File: src/hw/rtl/srld_pkg.sv
// Package for the S-record line decoder: payload structs, per-line state,
// status codes and the address length table. Depends on nothing.
package srld_pkg;

    localparam logic [2:0] ST_OK        = 3'd0;
    localparam logic [2:0] ST_LENGTH    = 3'd1;
    localparam logic [2:0] ST_NO_S      = 3'd2;
    localparam logic [2:0] ST_BAD_TYPE  = 3'd3;
    localparam logic [2:0] ST_NON_HEX   = 3'd4;
    localparam logic [2:0] ST_SIZE      = 3'd5;
    localparam logic [2:0] ST_CHECKSUM  = 3'd6;

    localparam int FLAG_NO_S     = 0;
    localparam int FLAG_BAD_TYPE = 1;
    localparam int FLAG_NON_HEX  = 2;

    localparam logic [9:0] POS_MAX      = 10'd1023;
    localparam logic [7:0] CHAR_S       = 8'h53;
    localparam logic [7:0] CHAR_ZERO    = 8'h30;
    localparam logic [7:0] CHAR_NINE    = 8'h39;
    localparam logic [7:0] CHAR_A       = 8'h41;
    localparam logic [7:0] CHAR_F       = 8'h46;
    localparam logic [7:0] SUM_GOOD     = 8'hFF;
    localparam logic [3:0] TYPE_HEADER  = 4'd0;
    localparam logic [3:0] TYPE_DATA16  = 4'd1;
    localparam logic [3:0] TYPE_DATA32  = 4'd3;
    localparam logic [3:0] TYPE_RESVD   = 4'd4;
    localparam logic [3:0] TYPE_COUNT16 = 4'd5;
    localparam logic [3:0] TYPE_COUNT24 = 4'd6;
    localparam logic [3:0] TYPE_START32 = 4'd7;

    typedef struct packed {
        logic [7:0] character;
        logic       line_end;
    } t_in_item;

    typedef struct packed {
        logic        write_valid;
        logic [31:0] write_address;
        logic [7:0]  write_data;
        logic        line_done;
        logic [2:0]  status;
        logic [3:0]  record_type;
        logic [31:0] start_address;
        logic [23:0] record_count;
    } t_out_item;

    typedef struct packed {
        logic [9:0]  pos;
        logic [3:0]  type_digit;
        logic [7:0]  byte_count;
        logic [3:0]  high_nibble;
        logic [31:0] addr_acc;
        logic [7:0]  run_sum;
        logic [2:0]  flags;
    } t_line_state;

    function automatic logic [2:0] addr_bytes(input logic [3:0] type_digit);
        logic [2:0] len;
        unique case (type_digit)
            4'd0:    len = 3'd2;
            4'd1:    len = 3'd2;
            4'd2:    len = 3'd3;
            4'd3:    len = 3'd4;
            4'd4:    len = 3'd0;
            4'd5:    len = 3'd2;
            4'd6:    len = 3'd3;
            4'd7:    len = 3'd4;
            4'd8:    len = 3'd3;
            4'd9:    len = 3'd2;
            default: len = 3'd0;
        endcase
        return len;
    endfunction

endpackage

File: src/hw/rtl/srld_step.sv
// Combinational decode of one character: next line state, kept values and
// the result item. Depends on srld_pkg.
module srld_step (
    input  srld_pkg::t_line_state i_state,
    input  logic [31:0]           i_kept_start,
    input  logic [23:0]           i_kept_count,
    input  srld_pkg::t_in_item    i_item,
    output srld_pkg::t_line_state o_next_state,
    output logic [31:0]           o_next_kept_start,
    output logic [23:0]           o_next_kept_count,
    output logic                  o_result_valid,
    output srld_pkg::t_out_item   o_result
);

    srld_pkg::t_line_state upd;
    logic [7:0]  c;
    logic        is_digit;
    logic        hex_ok;
    logic [3:0]  nib;
    logic [7:0]  byte_val;
    logic [8:0]  k;
    logic [2:0]  alen_old;
    logic [2:0]  alen_new;
    logic        type_ok;
    logic        type_data;
    logic        wvalid;
    logic [31:0] waddr;
    logic [7:0]  wdata;
    logic [2:0]  status;
    logic [10:0] len;
    logic [10:0] exp_len;
    logic [31:0] kept_start;
    logic [23:0] kept_count;

    always_comb begin
        c         = i_item.character;
        is_digit  = (c >= srld_pkg::CHAR_ZERO) && (c <= srld_pkg::CHAR_NINE);
        hex_ok    = is_digit || ((c >= srld_pkg::CHAR_A) && (c <= srld_pkg::CHAR_F));
        nib       = is_digit ? c[3:0] : (hex_ok ? c[3:0] + 4'd9 : 4'd0);
        byte_val  = {i_state.high_nibble, nib};
        k         = i_state.pos[9:1] - 9'd1;
        alen_old  = srld_pkg::addr_bytes(i_state.type_digit);
        type_ok   = !i_state.flags[srld_pkg::FLAG_BAD_TYPE];
        type_data = (i_state.type_digit >= srld_pkg::TYPE_DATA16)
                    && (i_state.type_digit <= srld_pkg::TYPE_DATA32);

        upd        = i_state;
        kept_start = i_kept_start;
        kept_count = i_kept_count;
        wvalid     = 1'b0;
        waddr      = 32'd0;
        wdata      = 8'd0;
        status     = srld_pkg::ST_OK;

        if (i_state.pos == 10'd0) begin
            if (c != srld_pkg::CHAR_S) begin
                upd.flags[srld_pkg::FLAG_NO_S] = 1'b1;
            end
        end else if (i_state.pos == 10'd1) begin
            if (is_digit) begin
                upd.type_digit = c[3:0];
                if (c[3:0] == srld_pkg::TYPE_RESVD) begin
                    upd.flags[srld_pkg::FLAG_BAD_TYPE] = 1'b1;
                end
            end else begin
                upd.type_digit = srld_pkg::TYPE_HEADER;
                upd.flags[srld_pkg::FLAG_BAD_TYPE] = 1'b1;
            end
        end else begin
            if (!hex_ok) begin
                upd.flags[srld_pkg::FLAG_NON_HEX] = 1'b1;
            end
            if (!i_state.pos[0]) begin
                upd.high_nibble = nib;
            end else begin
                upd.run_sum = i_state.run_sum + byte_val;
                if (k == 9'd0) begin
                    upd.byte_count = byte_val;
                end else if (type_ok) begin
                    if (k <= {6'd0, alen_old}) begin
                        upd.addr_acc = {i_state.addr_acc[23:0], byte_val};
                    end else if ((k < {1'b0, i_state.byte_count}) && type_data) begin
                        wvalid = 1'b1;
                        wdata  = byte_val;
                        waddr  = i_state.addr_acc + 32'(k - {6'd0, alen_old} - 9'd1);
                    end
                end
            end
        end

        alen_new = srld_pkg::addr_bytes(upd.type_digit);
        len      = {1'b0, i_state.pos} + 11'd1;
        exp_len  = 11'd4 + {2'd0, upd.byte_count, 1'b0};

        if (i_item.line_end) begin
            if (!i_state.pos[0] || (i_state.pos < 10'd7)) begin
                status = srld_pkg::ST_LENGTH;
            end else if (upd.flags[srld_pkg::FLAG_NO_S]) begin
                status = srld_pkg::ST_NO_S;
            end else if (upd.flags[srld_pkg::FLAG_BAD_TYPE]) begin
                status = srld_pkg::ST_BAD_TYPE;
            end else if (upd.flags[srld_pkg::FLAG_NON_HEX]) begin
                status = srld_pkg::ST_NON_HEX;
            end else if (upd.type_digit == srld_pkg::TYPE_HEADER) begin
                status = srld_pkg::ST_OK;
            end else if ((len != exp_len) || (upd.byte_count <= {5'd0, alen_new})) begin
                status = srld_pkg::ST_SIZE;
            end else begin
                status = (upd.run_sum != srld_pkg::SUM_GOOD) ? srld_pkg::ST_CHECKSUM
                                                              : srld_pkg::ST_OK;
                if ((upd.type_digit == srld_pkg::TYPE_COUNT16)
                        || (upd.type_digit == srld_pkg::TYPE_COUNT24)) begin
                    kept_count = upd.addr_acc[23:0];
                end else if (upd.type_digit >= srld_pkg::TYPE_START32) begin
                    kept_start = upd.addr_acc;
                end
            end
        end

        o_result_valid              = wvalid || i_item.line_end;
        o_result.write_valid        = wvalid;
        o_result.write_address      = waddr;
        o_result.write_data         = wdata;
        o_result.line_done          = i_item.line_end;
        o_result.status             = status;
        o_result.record_type        = upd.type_digit;
        o_result.start_address      = kept_start;
        o_result.record_count       = kept_count;
        o_next_kept_start           = kept_start;
        o_next_kept_count           = kept_count;

        if (i_item.line_end) begin
            o_next_state = '0;
        end else begin
            o_next_state     = upd;
            o_next_state.pos = (i_state.pos < srld_pkg::POS_MAX) ? i_state.pos + 10'd1
                                                                  : srld_pkg::POS_MAX;
        end
    end

endmodule

File: src/hw/rtl/srld_core_regs.sv
// Input register, line state registers and result register around the
// character decode. Depends on srld_pkg and srld_step.
module srld_core_regs (
    input  logic                i_clk,
    input  logic                i_rst_n,
    input  logic                i_in_valid,
    output logic                o_in_ready,
    input  srld_pkg::t_in_item  i_in,
    output logic                o_out_valid,
    input  logic                i_out_ready,
    output srld_pkg::t_out_item o_out
);

    logic                  r_in_valid;
    srld_pkg::t_in_item    r_in;
    srld_pkg::t_line_state r_state;
    srld_pkg::t_line_state n_state;
    logic [31:0]           r_kept_start;
    logic [31:0]           n_kept_start;
    logic [23:0]           r_kept_count;
    logic [23:0]           n_kept_count;
    logic                  r_out_valid;
    srld_pkg::t_out_item   r_out;
    srld_pkg::t_out_item   result;
    logic                  result_valid;
    logic                  fire;

    srld_step u_step (
        .i_state          (r_state),
        .i_kept_start     (r_kept_start),
        .i_kept_count     (r_kept_count),
        .i_item           (r_in),
        .o_next_state     (n_state),
        .o_next_kept_start(n_kept_start),
        .o_next_kept_count(n_kept_count),
        .o_result_valid   (result_valid),
        .o_result         (result)
    );

    assign fire        = r_in_valid && (!r_out_valid || i_out_ready);
    assign o_in_ready  = !r_in_valid || fire;
    assign o_out_valid = r_out_valid;
    assign o_out       = r_out;

    always_ff @(posedge i_clk) begin
        if (!i_rst_n) begin
            r_in_valid   <= 1'b0;
            r_out_valid  <= 1'b0;
            r_state      <= '0;
            r_kept_start <= 32'd0;
            r_kept_count <= 24'd0;
        end else begin
            if (o_in_ready) begin
                r_in_valid <= i_in_valid;
            end
            if (fire) begin
                r_state      <= n_state;
                r_kept_start <= n_kept_start;
                r_kept_count <= n_kept_count;
                r_out_valid  <= result_valid;
            end else if (i_out_ready) begin
                r_out_valid <= 1'b0;
            end
        end
    end

    always_ff @(posedge i_clk) begin
        if (o_in_ready && i_in_valid) begin
            r_in <= i_in;
        end
        if (fire && result_valid) begin
            r_out <= result;
        end
    end

endmodule

File: src/hw/rtl/srecord_line_decoder_core.sv
// Top level of the S-record line decoder: one ASCII character per transfer
// in, memory writes and line status out. Depends on srld_pkg, srld_core_regs.
// Each character is registered at the input and decoded; any result is registered at the output.
// Throughput: one character per cycle, set by the input and result registers, unless a held result stalls the input.
// Reset (synchronous, active low) clears the line state and kept values.
module srecord_line_decoder_core (
    input  logic                i_clk,
    input  logic                i_rst_n,
    input  logic                i_in_valid,
    output logic                o_in_ready,
    input  srld_pkg::t_in_item  i_in,
    output logic                o_out_valid,
    input  logic                i_out_ready,
    output srld_pkg::t_out_item o_out
);

    srld_core_regs u_regs (
        .i_clk      (i_clk),
        .i_rst_n    (i_rst_n),
        .i_in_valid (i_in_valid),
        .o_in_ready (o_in_ready),
        .i_in       (i_in),
        .o_out_valid(o_out_valid),
        .i_out_ready(i_out_ready),
        .o_out      (o_out)
    );

endmodule
File: config.mk
export PLATFORM = sky130hd
export DESIGN_NAME = srecord_line_decoder_core
export DESIGN_NICKNAME = d
export VERILOG_FILES = /design/src/hw/rtl/srld_pkg.sv /design/src/hw/rtl/srld_step.sv /design/src/hw/rtl/srld_core_regs.sv /design/src/hw/rtl/srecord_line_decoder_core.sv
export SDC_FILE = /design/constraint.sdc
export NUM_CORES = 1
export LEC_CHECK = 0
export ABC_AREA = 1
export BUFFER_PORTS_ARGS = -buffer_cell sky130_fd_sc_hd__buf_2
export CORE_ASPECT_RATIO = 0.6
export CORE_MARGIN = 5
export CORE_UTILIZATION = 66
export DETAILED_ROUTE_END_ITERATION = 12
export PLACE_DENSITY = 0.86
export SYNTH_ARGS = -nofsm -noshare
export SYNTH_HDL_FRONTEND = slang
export SYNTH_HIERARCHICAL = 1
export SYNTH_SLANG_ARGS = --single-unit
File: constraint.sdc
create_clock -name i_clk -period 20.2 [get_ports i_clk]
set_input_delay 4.04 -clock i_clk [delete_from_list [all_inputs] [get_ports i_clk]]
set_output_delay 4.04 -clock i_clk [all_outputs]
set_load 0.005 [all_outputs]
After elaboration in Yosys (flattened, before gate mapping)
Memory sizes are Yosys's and may differ from the RTL's. A register that Yosys moved wholly into a read port is not among the register bits.
Cells that the tools add are included.
{ "totals": {"register_bits": 241, "latch_bits": 0, "ramBits": 0, "mem_bits_ro": 96, "in_bits": 13, "out_inout_bits": 107, "word_cells": 140, "n_memories": 2} }
{ "op_classes": {"addsub": 9, "mul": 0, "div": 0, "order_cmp": 12, "n_eq_ne": 10, "shift": 0, "n_mux": 56, "n_bitwise": 3, "reduce_logical": 25} }
{ "memory_table": {"columns": ["memory", "words", "word_bits", "read_ports", "rd_clocked_by_memory_dff", "wr", "line", "rtl"], "rows": [
  ["(name not given)", 16, 3, 1, 1, 0, "srld_pkg.sv:60", "unique case (type_digit)"],
  ["(name not given)", 16, 3, 1, 0, 0, "srld_pkg.sv:60", null]
]} }
{ "op_table": {"columns": ["operator", "count"], "rows": [
  ["$mux W32", 12],
  ["$mux W24", 8],
  ["$mux W69", 1],
  ["$mux W58", 1],
  ["$mux W53", 1],
  ["$mux W40", 1],
  ["$add A32 B32 Y32", 1],
  ["$mux W4", 7],
  ["$mux W1", 16],
  ["$mux W8", 2],
  ["$eq A4 B3 Y1 const B", 3],
  ["$mux W3", 4],
  ["$add A10 B1 Y11 const B", 1],
  ["$ne A11 B10 Y1", 1],
  ["$sub A10 B2 Y11 const B", 1],
  ["$add A10 B1 Y10 const B", 1],
  ["$add A3 B9 Y10 const A", 1],
  ["$eq A10 B1 Y1 const B", 1],
  ["$logic_not A10 Y1", 1],
  ["$lt A10 B10 Y1 const B", 1],
  ["$lt A10 B3 Y1 const B", 1],
  ["$mux W10", 1],
  ["$sub A9 B3 Y10", 1],
  ["$le A9 B3 Y1", 1],
  ["other kinds (27)", 46]
]} }

Logic depth before layout (Yosys ltp)
Gate-level depths: netlist (run 1).
{ "depth": {"ltp_word": 21, "depth_mapped": 34} }

Modules after synthesis
Netlist (run 1), hierarchy kept.
{ "modules_own_cells": {"columns": ["module", "instances", "cells_each", "area_per_inst_um2", "seq_area_each_um2"], "rows": [
  ["srld_core_regs", 1, 949, 9082.5, 5965.7],
  ["srld_step", 1, 1268, 7031.7, 0.0]
]} }

Worst setup path after synthesis (run 1)
Ideal clock, no wire load.
{ "synth_path": {"kind": "input port to flip-flop", "start": "input port i_out_ready", "end": "register u_regs.r_out (netlist bit u_regs/o_out[0]), enable pin", "setup_ns": 0.571, "t_arrival_ns": 8.957, "required_ns": 19.629, "setup_slack_ns": 10.671, "stages": 6, "path_buffers": 2, "path_cell_list": "inv_1 -> nand2_2 -> buf_4 -> buf_4 -> nand2_1 -> nor2_1"} }
{ "synth_via": {"elab_chain_len": 3} }
{ "synth_rtl": {"columns": ["item", "line", "rtl"], "rows": [
  ["start: declaration", "srecord_line_decoder_core.sv:13", "input logic i_out_ready,"],
  ["$logic_or A1 B1 Y1", "srld_core_regs.sv:40", "assign fire = r_in_valid && (!r_out_valid || i_out_ready);"],
  ["$logic_and A1 B1 Y1", "srld_core_regs.sv:40", null],
  ["$logic_and A1 B1 Y1", "srld_core_regs.sv:71", "if (fire && result_valid) begin"],
  ["end signal: assignment", "srld_core_regs.sv:72", "r_out <= result;"],
  ["end: declaration", "srld_core_regs.sv:23", "srld_pkg::t_out_item r_out;"]
]} }
No other way between the ends.
A chain may end at the register's enable or synchronous reset.

Final worst setup path (run 1)
{ "layout_path": {"start": "input port i_out_ready", "end": "output port o_in_ready"} }
{ "layout_via": {"elab_chain_len": 3} }
{ "layout_rtl": {"columns": ["item", "line", "rtl"], "rows": [
  ["$logic_or A1 B1 Y1", "srld_core_regs.sv:40", null],
  ["$logic_and A1 B1 Y1", "srld_core_regs.sv:40", null],
  ["$logic_or A1 B1 Y1", "srld_core_regs.sv:41", "assign o_in_ready = !r_in_valid || fire;"],
  ["end: declaration", "srecord_line_decoder_core.sv:10", "output logic o_in_ready,"]
]} }
No other way between the ends.

==> metrics.txt, run 1 <==
status completed; postcts setup bufs 0; Critical Path AT 4.59 ns; drt drc 0; post-layout util 70.18%; Setup CP Type in -> out; PostCTS Resize Cnt 0; largest net degree at the start of global routing between 150 and 200; Synth cell types 52; port bufs 119; depth of the CTS H-tree 1; Crit Reg-Reg Endpoint u_regs/o_out[102]; startpoint types input port; Post-synth EDFFs about 110; CTS Buf Count 23; Hold EP u_regs/r_kept_start[16]; Die Area roughly 28000 µm²; height of the chip between 100 and 150 µm; maximum vdd drop 0.06382 mV; Clock Path Buffers 3; Cells after Synth about 2200; CP Data Required Time around 16 ns; fmax 115.9 MHz; Seq/Total Area, Yosys 37.02%; # setup viols final 0; Switching Fraction slightly below 30%; Sink Count between 200 and 250; CP Max Fanout 3; First-pass DRT Iterations 5; Final Max Slew Viols 0; # diodes 0; area of the multi-input gates about 7700 µm²; post-route ant nets 0; relative slew slack around 14%; HP Class reg -> reg; Max Cap Viol 0; CP Capture Type output port; cts hold-fix bufs 0; gr usage total approximately 29%; area delta synth->final 5.023%; clock network power share a little under two fifths; hold depth 2; total congestion overflow 0; P_sw approximately 370 µW; vias per cell about 5.7; synth warn 6; asr flop ratio synth 0%; PnR worst setup slack approximately 12 ns; period utilization around 43%; flop2flop setup slack about 14 ns; CTS tree done; Synth Flop Type dfxtp_1; Worst R2R Start u_regs/r_state[60]; register area a little under 6000 µm²; Final Skew approximately 0.015 ns; Power Internal 883.1 µW; filler cell count 2027; vias in the first global route 12580; RSZ-0062 raised after global routing no; Nets roughly 2300; GPL Wtd Cong between 1 and 1.5; global-route wire length before repair about 66 mm; worst slack, placed about 12 ns; Ports 120; Least-Margin Pin Slew around 1.3 ns; Final TNS setup 0 ns; minimum clock period ~8.6 ns; min-delay src u_regs/r_kept_start[16]; Comb pwr share between 10% and 20%; Core ar. about 24000 µm²; post-DP HPWL around 30 mm; DIE WIDTH ~210 µm; routed len/inst approximately 17 µm; Seq pwr share around 45%; PwrDens approximately 74 nW/µm²; iteration-0 DRC count of the detailed router 1799; Worst R2R Path Depth 28; leakage about 0.008 µW; WL final 42.12 mm; clock latency on the worst-skew pair ~0.55 ns; Yosys reg bits approximately 240; Initial Util ~67%; post-synth design cell area roughly 16000 µm²; initial antenna violation count 0; share of layout cells above drive strength 1 10.66%; Root Buffer clkbuf_16; Final Hold Fails 0; total nets after synthesis roughly 2300; row count between 40 and 50; Avg Cell Area, Syn about 7.3 µm²; Vias approximately 15000; CTS clk-pin slew, worst paths 0.06 ns
==> state kept, by name, indices dropped and copies added, names as in the netlist <==
| name | flops |
|---|---|
| u_regs/r_in_valid | 1 |
| u_regs/r_in | 9 |
| u_regs/r_state | 69 |
| u_regs/o_out_valid | 1 |
| u_regs/r_kept_count | 24 |
| u_regs/o_out | 105 |
| u_regs/r_kept_start | 32 |
==> worst max-delay path by stage <==
stage / depth (start not counted) / startpoint / to
3_3_place_gp: 4 / i_out_ready / o_in_ready
4_1_cts: 4 / i_out_ready / o_in_ready
2_1_floorplan: 6 / i_out_ready / u_regs/o_out[0]
6_report: 4 / i_out_ready / o_in_ready
3_5_place_dp: 4 / i_out_ready / o_in_ready
5_1_grt: 4 / i_out_ready / o_in_ready
==> Yosys cell counts, types with 3 or more instances <==
master / n / area share, %
nand2_1: 419 / 9.8
inv_1: 370 / 8.6
nor2_1: 267 / 6.2
a21oi_1: 207 / 6.4
nand3_1: 177 / 5.5
dfxtp_1: 127 / 16
edfxtp_1: 114 / 21
buf_4: 79 / 3.7
ha_1: 76 / 5.9
o21ai_0: 56 / 1.7
buf_2: 54 / 1.7
nand4_1: 44 / 1.7
nand3_2: 30 / 1.9
xor2_1: 25 / 1.4
clkbuf_1: 23 / 0.54
mux2i_1: 21 / 1.3
xnor2_1: 16 / 0.87
nand2_2: 12 / 0.47
nor3_1: 10 / 0.31
o211ai_1: 8 / 0.37
buf_6: 7 / 0.49
nor2_2: 7 / 0.27
o21a_1: 7 / 0.33
o21ai_1: 5 / 0.16
a211oi_1: 4 / 0.19
a21boi_0: 4 / 0.19
a31oi_1: 4 / 0.16
buf_12: 4 / 0.50
nor4_1: 4 / 0.16
a21o_1: 3 / 0.14
fa_1: 3 / 0.37
nor2_4: 3 / 0.21
o21ai_2: 3 / 0.16
==> placed cells by master, fill, tap and decap left out, drive strengths merged, types with 2 or more instances in the layout <==
cell    count
a21oi     208
a21o        3
or2         2
dfxtp     127
a211oi      4
nand3b      2
clkbuf     35
buf       131
o21a        7
a31oi       4
o21ai      64
xor2       26
nand3     209
inv       373
nand4      45
fa          3
ha         76
xnor2      16
clkinv      6
bufinv      2
nor2      277
nor4        5
nor3       10
edfxtp    114
mux2i      21
o31ai       2
o211ai      8
a21boi      4
nand2     432
==> cell families after synthesis <==
| family | count (synthesis) | synth area share, % |
|---|---|---|
| buffers and inverters | 541 | 15.61 |
| flip-flops | 241 | 37.02 |
| AND/OR/NAND/NOR | 983 | 27.17 |
| adder cells (fa/ha/maj) | 79 | 6.274 |
| XOR/XNOR | 42 | 2.329 |
| AO/OA/AOI/OAI | 310 | 10.30 |
| multiplexers | 21 | 1.304 |
==> power groups by stage <==
stage	logic (µW)	registers, µW	clock network (µW)
detailed placement	225	568	0
floorplan	184	561	0
CTS	228	558	466
global placement	217	567	0
global route	260	561	485
finish	233	559	460
==> per-layer routing <==
metal	global-route usage [%]	part of all wire, %	up-vias
met2	41.69	40	802
met5	0	0	-
met3	4.414	13	76
li1	-	-	7012
met4	6.775	2.2	0
met1	47.14	45	6665
==> worst max-delay path, cell delays in order <==
cell	delay (ns)
buf_2	0.09
inv_1	0.15
nand3_1	0.14
buf_2	0.17
==> area by class of cell <==
class / instances / area share [%]
Sequential cell: 241 / 35.27
Tap cell: 322 / 2.381
Multi-Input combinational cell: 1435 / 45.23
Clock buffer: 35 / 4.148
Clock inverter: 7 / 0.5915
Inverter: 374 / 8.310
Timing Repair Buffer: 131 / 4.066
==> per-stage QoR <==
stage	total power, µW	instance area (µm²)	cells	hold slack (ns)
after floorplan	745.7	16110	2217	0.4462
after global placement	784.1	16120	2503	0.4593
after detailed placement	793.2	16120	2503	0.4680
after CTS	1252	16920	2545	0.4844
after global routing	1307	16920	2545	0.5118
final	1252	16920	2545	0.4791
Note: power is estimated with default switching activity, not from simulation.
==> run 2, diff against run 1 <==
- CORE_UTILIZATION: 66 -> 62
- PLACE_DENSITY: 0.86 -> 0.82
- clock period: 20.2 -> 8.2 ns (I/O delays scaled with it)
==> run 2 against run 1 <==
Worst hold slack better by 0.0027 ns. Design area is 0.11% lower. Setup slack worse by 9.6 ns. Global-route usage is 0.33 points lower. Flip-flop and latch count stayed put. Core utilization is 3.8 points lower. Sequential share of layout area hardly changed. Wire length is 2.7% higher. Cell count is 1.1% higher. Clock skew is 0.012 ns higher. Critical path type is now reg -> reg. Largest power group unchanged. Highest routed layer unchanged.
==> metrics.txt, run 2 (synthesized netlist as in run 1, its figures left out) <==
CTS clk-pin slew, worst paths ~0.060 ns; Setup CP Type reg -> reg; iteration-0 DRC count of the detailed router slightly below 2000; Worst path depth 30; hold depth 2; WP buf/inv 5; Clock Path Buffers 3; relative slew slack a little over an eighth; Critical Path AT 6.65 ns; First-pass DRT Iterations 6; Die Area about 29000 µm²; Final Skew 0.02669 ns; WL final 43.25 mm; period utilization approximately 76%; postcts setup bufs 0; Core ar. approximately 25000 µm²; Crit-path slowest cell nand2_2; routed len/inst about 17 µm; maximum vdd drop 0.1438 mV; port bufs roughly 120; max reg flops ~110; clock latency on the worst-skew pair 0.55 ns; Critical Path Most Common Cell nor2_1; GPL Wtd Cong just over 1; Max Cap Viol 0; Final TNS setup 0 ns; # diodes 0; most common cell after layout, fill and taps aside nand2_1; CP Max Fanout roughly 60; Worst R2R Path Depth 30; HP Class reg -> reg; most frequent cells in the layout 419 x nand2_1, 370 x inv_1, 266 x nor2_1, 207 x a21oi_1, 177 x nand3_1; CP Capture Type flip-flop; Vias 14510; Least-Margin Pin Slew 1.296 ns; RSZ-0062 raised after global routing no; CP Data Required Time 8.64 ns; flop2flop setup slack 2.00 ns; Max stage delay on crit path a little under 0.6 ns; height of the chip 134.9 µm; Final Max Slew Viols 0; minimum clock period between 6 and 7 ns; gr usage total between 20% and 30%; post-layout util around two thirds; post-route ant nets 0; post-DP HPWL roughly 30 mm; vias in the first global route between 10000 and 15000; initial antenna violation count 0; DIE WIDTH between 200 and 250 µm; Root Buffer clkbuf_16; largest net degree at the start of global routing 140; vias per cell ~5.6; PnR worst setup slack around 2 ns; Initial Util a little over three fifths; Sink Count 241; startpoint types flip-flop; global-route wire length before repair 69.74 mm; cts hold-fix bufs 0; area delta synth->final 4.907%; Final Hold Fails 0; fmax ~160 MHz; PwrDens 178.5 nW/µm²; PostCTS Resize Cnt 0; share of layout cells above drive strength 1 between 10 and 15%; status completed; drt drc 0; row count 45; Ports 120; CTS tree done; worst slack, placed between 2 and 2.5 ns; Nets between 2000 and 2500; # setup viols final 0; crit-path leading delay family simple AND/OR/NAND/NOR gates; leakage ~0.0080 µW; CTS Buf Count 24; total congestion overflow 0; depth of the CTS H-tree 1
-- run 2: cell count changes in the layout (fill, tap and decap cells not counted) --
cell,before,now
buf_12,0,1
clkbuf_1,5,4
bufinv_16,2,1
inv_6,0,1
clkbuf_8,6,1
clkinv_16,0,1
buf_4,13,10
clkinvlp_4,0,1
clkinv_1,2,8
inv_16,1,0
-- run 2: stage by stage --
step,instance area [µm²],std cells,hold WS (ns),total power (µW)
3_3_place_gp,16160,2531,0.4595,1942
5_1_grt,16910,2574,0.5076,3155
3_5_place_dp,16160,2531,0.4690,1959
4_1_cts,16910,2574,0.4853,3014
2_1_floorplan,16110,2217,0.4462,1837
6_report,16910,2574,0.4818,3018
-- run 2: cell type report --
class	instances	area (µm²)
fillers	2219	8544
multi-input cells	1435	7655
flip-flops and latches	241	5969
inverters	374	1406
repair buffers	129	685.7
clock buffers	29	629.4
well taps	352	440.4
clock inverters	14	118.9
-- run 2: power breakdown --
group	internal [µW]	switching, µW
clock	583	478
sequential	1320	58.6
combinational	198	379
total	2100	916
-- run 2: final timing paths --
kind | startpoint | to
max | u_regs/r_state[63] | u_regs/r_kept_start[7]
min | u_regs/r_kept_start[13] | u_regs/r_kept_start[13]
max reg2reg | u_regs/r_state[63] | u_regs/r_kept_start[7]
min reg2reg | u_regs/r_kept_start[13] | u_regs/r_kept_start[13]
-- run 2: per-layer routing --
layer	vias up	routed length, µm	global-route usage [%]
met2	784	16880	39.41
met1	6655	20190	47.78
met4	0	677	4.705
met5	-	0	0
li1	7006	-	-
met3	61	5496	6.072
-- run 2: worst min-delay path: stages (launching register included) --
cell and delay [ns]:
dfxtp_1 0.32, a21oi_1 0.04, nor2_1 0.08
